==> src/tlru_pkg.sv <==
// constants, types and helpers of the true lru replacement block
package tlru_pkg;

    localparam int SETS    = 64;
    localparam int WAYS    = 8;
    localparam int SET_W   = (SETS > 1) ? $clog2(SETS) : 1;
    localparam int WAY_W   = $clog2(WAYS);
    localparam int ORDER_W = WAYS * WAY_W;

    // fixed field widths of the stream words
    localparam int SET_FIELD_W = 6;
    localparam int WAY_FIELD_W = 3;
    localparam int VICTIM_W    = 3;

    typedef logic [ORDER_W-1:0] order_t;

    typedef enum logic {
        MODE_QUERY = 1'b0,
        MODE_TOUCH = 1'b1
    } mode_t;

    // order after reset: way 0 at the lru end, last way at the mru end
    function automatic order_t reset_order();
        order_t o;
        o = '0;
        for (int i = 0; i < WAYS; i++) begin
            o[i*WAY_W +: WAY_W] = WAY_W'(i);
        end
        return o;
    endfunction

endpackage

==> src/true_lru_way_replacement_top.sv <==
// true lru replacement state for a set-associative cache, top level
//
// Keeps, for every cache set, the full recency order of its ways in one
// synchronous memory, one entry per set (position 0 = lru, last = mru).
// A query word (s_tuser = 0) returns the lru way of the set as a result
// word on m_*; a touch word (s_tuser = 1) moves the named way to the mru
// end and returns nothing. The accept edge issues the memory read; the next
// cycle reorders the entry and, for a touch, writes it back through the same
// single port. s_tready stays low while an item is in flight, so a new word
// is taken only after the last one is done. A query result sits in an output
// register; if it is still not taken when the next query finishes, that
// query waits in the modify state. The memory needs no clearing pass: a valid
// flop per set marks entries written since reset, and an unwritten entry reads
// as the reset order. Touches of an out-of-range way or set are ignored; a
// query of an out-of-range set returns way 0.
module true_lru_way_replacement_top
    import tlru_pkg::*;
(
    input  logic        aclk,
    input  logic        aresetn,
    // input stream
    input  logic        s_tvalid,
    output logic        s_tready,
    input  logic [15:0] s_tdata,   // [5:0] set_index, [8:6] way, [15:9] zero
    input  logic [0:0]  s_tuser,   // [0] mode: 0 query, 1 touch
    // result stream
    output logic        m_tvalid,
    input  logic        m_tready,
    output logic [7:0]  m_tdata    // [2:0] victim_way, [7:3] zero
);

    typedef enum logic {
        ST_IDLE,
        ST_CALC
    } state_t;

    state_t state_reg;

    // input word fields
    logic [SET_FIELD_W-1:0] in_set;
    logic [WAY_FIELD_W-1:0] in_way;
    mode_t                  in_mode;
    logic [SET_W-1:0]       in_addr;
    logic                   in_set_ok;
    logic                   in_way_ok;
    logic                   s_accept;

    // captured item, used in the modify cycle
    mode_t                  item_mode_reg;
    logic [WAY_W-1:0]       item_way_reg;
    logic [SET_W-1:0]       item_addr_reg;
    logic                   item_set_ok_reg;
    logic                   item_way_ok_reg;

    // recency memory and its per-set written flags
    order_t                 order_mem [SETS];
    order_t                 rd_data_reg;
    logic                   rd_valid_reg;
    logic [SETS-1:0]        valid_reg;

    // reorder logic
    order_t                 cur_order;
    order_t                 new_order;
    logic [WAYS-1:0]        match;
    logic [WAYS-1:0]        at_or_after;
    logic                   wr_en;
    logic [VICTIM_W-1:0]    victim;
    logic                   out_free;

    // output register
    logic                   m_tvalid_reg;
    logic [VICTIM_W-1:0]    m_victim_reg;

    assign in_set  = s_tdata[SET_FIELD_W-1:0];
    assign in_way  = s_tdata[SET_FIELD_W +: WAY_FIELD_W];
    assign in_mode = mode_t'(s_tuser[0]);
    assign in_addr = SET_W'(in_set);

    // out-of-range checks fold away when the fields cannot exceed the depth
    assign in_set_ok = (int'(in_set) < SETS);
    assign in_way_ok = (int'(in_way) < WAYS);

    // one item in flight at a time
    assign s_tready = (state_reg == ST_IDLE);
    assign s_accept = s_tvalid && s_tready;

    // read on accept and capture the item
    always_ff @(posedge aclk) begin
        if (s_accept) begin
            rd_data_reg     <= order_mem[in_addr];
            rd_valid_reg    <= valid_reg[in_addr];
            item_mode_reg   <= in_mode;
            item_way_reg    <= WAY_W'(in_way);
            item_addr_reg   <= in_addr;
            item_set_ok_reg <= in_set_ok;
            item_way_ok_reg <= in_way_ok;
        end
    end

    // write back in the modify cycle
    always_ff @(posedge aclk) begin
        if (wr_en) begin
            order_mem[item_addr_reg] <= new_order;
        end
    end

    // an entry counts as written once its first write-back lands
    always_ff @(posedge aclk) begin
        if (!aresetn) begin
            valid_reg <= '0;
        end else if (wr_en) begin
            valid_reg[item_addr_reg] <= 1'b1;
        end
    end

    // unwritten sets still hold the reset order
    assign cur_order = rd_valid_reg ? rd_data_reg : reset_order();

    // locate the touched way and mark every position from it to the mru end
    always_comb begin
        for (int i = 0; i < WAYS; i++) begin
            match[i] = (cur_order[i*WAY_W +: WAY_W] == item_way_reg);
        end
        at_or_after[0] = match[0];
        for (int i = 1; i < WAYS; i++) begin
            at_or_after[i] = at_or_after[i-1] | match[i];
        end
    end

    // positions at and after the touched way shift one toward lru,
    // the touched way lands at the mru end
    always_comb begin
        for (int i = 0; i < WAYS - 1; i++) begin
            new_order[i*WAY_W +: WAY_W] = at_or_after[i] ? cur_order[(i+1)*WAY_W +: WAY_W]
                                                         : cur_order[i*WAY_W +: WAY_W];
        end
        new_order[(WAYS-1)*WAY_W +: WAY_W] = at_or_after[WAYS-1]
                                             ? item_way_reg
                                             : cur_order[(WAYS-1)*WAY_W +: WAY_W];
    end

    // touch of the mru way leaves the entry alone
    assign wr_en = (state_reg == ST_CALC) && (item_mode_reg == MODE_TOUCH) &&
                   item_set_ok_reg && item_way_ok_reg &&
                   at_or_after[WAYS-1] && !match[WAYS-1];

    // lru way, masked to the result width
    assign victim   = item_set_ok_reg ? VICTIM_W'(cur_order[WAY_W-1:0]) : '0;
    assign out_free = !m_tvalid_reg || m_tready;

    // control and output register
    always_ff @(posedge aclk) begin
        if (!aresetn) begin
            state_reg    <= ST_IDLE;
            m_tvalid_reg <= 1'b0;
        end else begin
            // a query finishing this cycle reloads the register instead
            if (m_tvalid_reg && m_tready &&
                !(state_reg == ST_CALC && item_mode_reg == MODE_QUERY)) begin
                m_tvalid_reg <= 1'b0;
            end
            unique case (state_reg)
                ST_IDLE: begin
                    if (s_accept) begin
                        state_reg <= ST_CALC;
                    end
                end
                ST_CALC: begin
                    if (item_mode_reg == MODE_TOUCH) begin
                        state_reg <= ST_IDLE;
                    end else if (out_free) begin
                        // result register empties this cycle or already is empty
                        m_tvalid_reg <= 1'b1;
                        m_victim_reg <= victim;
                        state_reg    <= ST_IDLE;
                    end
                end
            endcase
        end
    end

    assign m_tvalid = m_tvalid_reg;
    assign m_tdata  = {(8 - VICTIM_W)'(0), m_victim_reg};

endmodule

==> config.mk <==
export PLATFORM = sky130hd
export DESIGN_NAME = true_lru_way_replacement_top
export DESIGN_NICKNAME = d
export VERILOG_FILES = /design/src/tlru_pkg.sv /design/src/true_lru_way_replacement_top.sv
export SDC_FILE = /design/constraint.sdc
export NUM_CORES = 1
export LEC_CHECK = 0
export BUFFER_PORTS_ARGS = -buffer_cell sky130_fd_sc_hd__buf_2
export CORE_MARGIN = 2
export CORE_UTILIZATION = 30
export DETAILED_ROUTE_END_ITERATION = 7
export GPL_ROUTABILITY_DRIVEN = 0
export PLACE_DENSITY = 0.47
export SYNTH_ARGS = -nofsm -noshare
export SYNTH_HDL_FRONTEND = slang
export SYNTH_SLANG_ARGS = --single-unit
==> constraint.sdc <==
create_clock -name aclk -period 19.6 [get_ports aclk]
set_input_delay 4.9 -clock aclk [delete_from_list [all_inputs] [get_ports aclk]]
set_output_delay 4.9 -clock aclk [all_outputs]
set_load 0.01 [all_outputs]
==> impl_results.md <==
- Number of fill cells: slightly below 20000
- Highest Signal Layer: met5
- # H-tree levels: 4
- Fin crit share: 47.90%
- Core ar.: 212100 um2
- Failing checks: design-rule violations
- Total gr overflow: 0
- Initial Util: 30.16%
- RSZ-0062 raised after global routing: false
- DP Worst Slack: 9.393 ns
- IO buf count: 18
- Sequential share of the synthesized area: roughly three quarters
- Worst path cell trace: buf_8, buf_4, buf_4, buf_4, mux4_2, mux4_2, nor2b_1, a211oi_1, a21oi_1
- Global-route wire length before repair: between 200000 and 250000 um
- Routed met2 length: around 84000 um
- Metal3 WL: about 9000 um
- Main combinational cell family by area after synthesis: multiplexers
- Setup TNS Final: 0 ns
- Status: finished, violations left
- Commonest non-fill, non-tap cells in the layout: edfxtp_1, mux4_2, clkbuf_16, buf_4, nand2_1
- Period minus WS final: 9.389 ns
- Simple-gate area share of the yosys netlist: roughly 2.1%
- Die ar.: around 220000 um2
- Net Sw Frac: 22.57%
- Worst Path Max Fanout: 84
- Ys Warns: 0
- Max reg flops: around 1500
- Longest Clk Path Bufs: 3
- Layout Nets: around 3000
- Worst Path Buf+Inv: 4
- Fmax: around 110 MHz
- EDFF count, synth: 1574
- Final wirelength: between 150000 and 200000 um
- Root Driver: clkbuf_16
- Clock-pin slew on the worst setup and hold paths: around 0.060 ns
- Total CTS buffers: 168
- # rows: around 170
- Switch Pwr: approximately 1.7 mW
- Clk_skew: about 0.032 ns
- Req. time, crit path: between 20 and 25 ns
- Synth Area in Compound Gates: about 2.1%
- Post-CTS resize count: 0
- Peak supply drop: a little under 0.1 mV
- Layout cells sized above 1: between 30% and 40%
- Comb pwr share: under 10%
- Multiplexer share of the synthesized area: roughly 18%
- DR DRC count: 4
- Clock sink count: ~1600
- Largest net degree at the start of global routing: ~110
- Clock share of power: about two fifths
- Synth Area in Adders: 0%
- CP startpoint kind: input pin
- Avg WL per Cell: 28.81 um
- Crit-path max cell delay: between 0.9 and 1 ns
- Worst hold-check path type: reg2reg
- Initial antenna violation count: 10
- Syn avg cell area: between 20 and 25 um2
- Wire length on met1: between 60000 and 70000 um
- Slew headroom: around 14%
- Leakage power: between 20 and 25 nW
- Cells after synthesis: between 2000 and 3000
- HPWL Detailed: slightly above 90000 um
- XOR/XNOR Fraction of Synth Area: less than 1%
- CP top delay family: buffers and inverters
- FF+latch count, synth: 1640
- Count of pins over their slew limit: 0
- Arr. time, crit path: roughly 10 ns
- Drt pass-1 iters: 8
- Detailed router's first-iteration violation count: between 3000 and 4000
- Post-synthesis instance area: between 60000 and 70000 um2
- CP dominant cell by count: buf_4
- Postcts setup bufs: 0
- GRT Util Overall: 15.58%
- Ys async rst share: 0%
- Final setup violation count: 0
- Area growth syn-to-layout: 15.01%
- Vias post-DR: 30171
- Final hold vios: 0
- WS Path Type: in2reg
- IO Pins: 31
- Sequential Power Share: between 50 and 60%
- Final worst setup slack: roughly 10 ns
- Via density: roughly 5.1
- Post-synthesis cell type count: 50
- Worst-Skew Late Latency: between 0.8 and 0.9 ns
- Max-cap violation count: 0
- Commonest non-fill, non-tap cell in the layout: edfxtp_1
- Least-Margin Pin Slew: around 1.3 ns
- Pint: roughly 6 mW
- Hold_buf cts: 0
- Most used DFF post-synth: edfxtp_1
- DRT antenna net count: 0
- DIE WIDTH: around 470 um
- Vias in the first global route: around 32000
- Crit end category: register
- Power density cells: roughly 100 nW/um2
- TritonCTS clock tree: yes
- Die Y: about 470 um
- Worst path slowest cell: a211oi_1
worst paths after layout:
check                        from              end  slack (ns)  cells after the start
setup / recovery       s_tdata[1]   rd_data_reg[8]       10.21                      9
hold / removal      valid_reg[56]    valid_reg[56]        0.45                      2
setup reg to reg  item_way_reg[2]  order_mem[4][7]       13.82                      8
hold reg to reg     valid_reg[56]    valid_reg[56]        0.45                      2
layout make-up:
cell class | instances | area (um2) | share of cell area [%]
sequential | 1640 | 48590 | 66.05
timing repair buffer | 138 | 1050 | 1.427
clock buffer | 209 | 4452 | 6.052
inverter | 20 | 75.07 | 0.1021
antenna | 8 | 20.02 | 0.02722
multi-input combinational | 980 | 15000 | 20.39
tap | 2821 | 3530 | 4.798
clock inverter | 97 | 847.1 | 1.152
power groups by stage:
stage	clock [mW]	sequential [mW]	combinational (mW)
after detailed placement	0	4.07	0.561
after floorplan	0	4.08	0.320
after CTS	3.18	3.99	0.562
after global routing	3.32	3.99	0.591
after global placement	0	4.07	0.533
final	3.11	3.99	0.553
cells by family (layout without fill, tap and decap cells):
kind of cell	count (synthesis)	in the layout
buffers and inverters	215	464
multiplexers	534	534
AO/OA/AOI/OAI	169	169
XOR/XNOR	16	16
AND/OR/NAND/NOR	256	256
other	1	13
flip-flops	1640	1640
synth_stat cells, types with 25 or more instances:
library cell,instances,share of area [%]
edfxtp_1,1574,74
mux4_2,493,17
nand2_1,92,0.54
clkbuf_1,87,0.51
dfxtp_1,66,2.1
nor4_1,64,0.63
o41ai_1,56,0.77
buf_2,55,0.43
nor2b_1,30,0.29
buf_1,28,0.16
a21oi_1,25,0.20
mux2i_1,25,0.39
worst min-delay path, cell delays in order, from the launching register on:
cell and delay [ns]:
dfxtp_1 0.32, nand2_1 0.05, o41ai_1 0.05
layer usage:
| metal | track usage [%] | vias to the layer above |
|---|---|---|
| met5 | 0 | - |
| met1 | 19.95 | 16530 |
| met4 | 7.177 | 2 |
| li1 | - | 12398 |
| met2 | 25.81 | 934 |
| met3 | 2.752 | 307 |
through the flow:
stage          utilization (%)  hold slack, ns  area (um2)  cells  power (mW)
2_1_floorplan                -          0.4144       63970   2835       4.400
3_5_place_dp             32.18          0.4368       68240   5599       4.628
3_3_place_gp             32.18          0.4238       68240   5599       4.598
6_report                 34.68          0.4496       73560   5913       7.654
5_1_grt                  34.68          0.4727       73550   5909       7.904
4_1_cts                  34.67          0.4520       73540   5905       7.740
(Power assumes the default switching activity.)
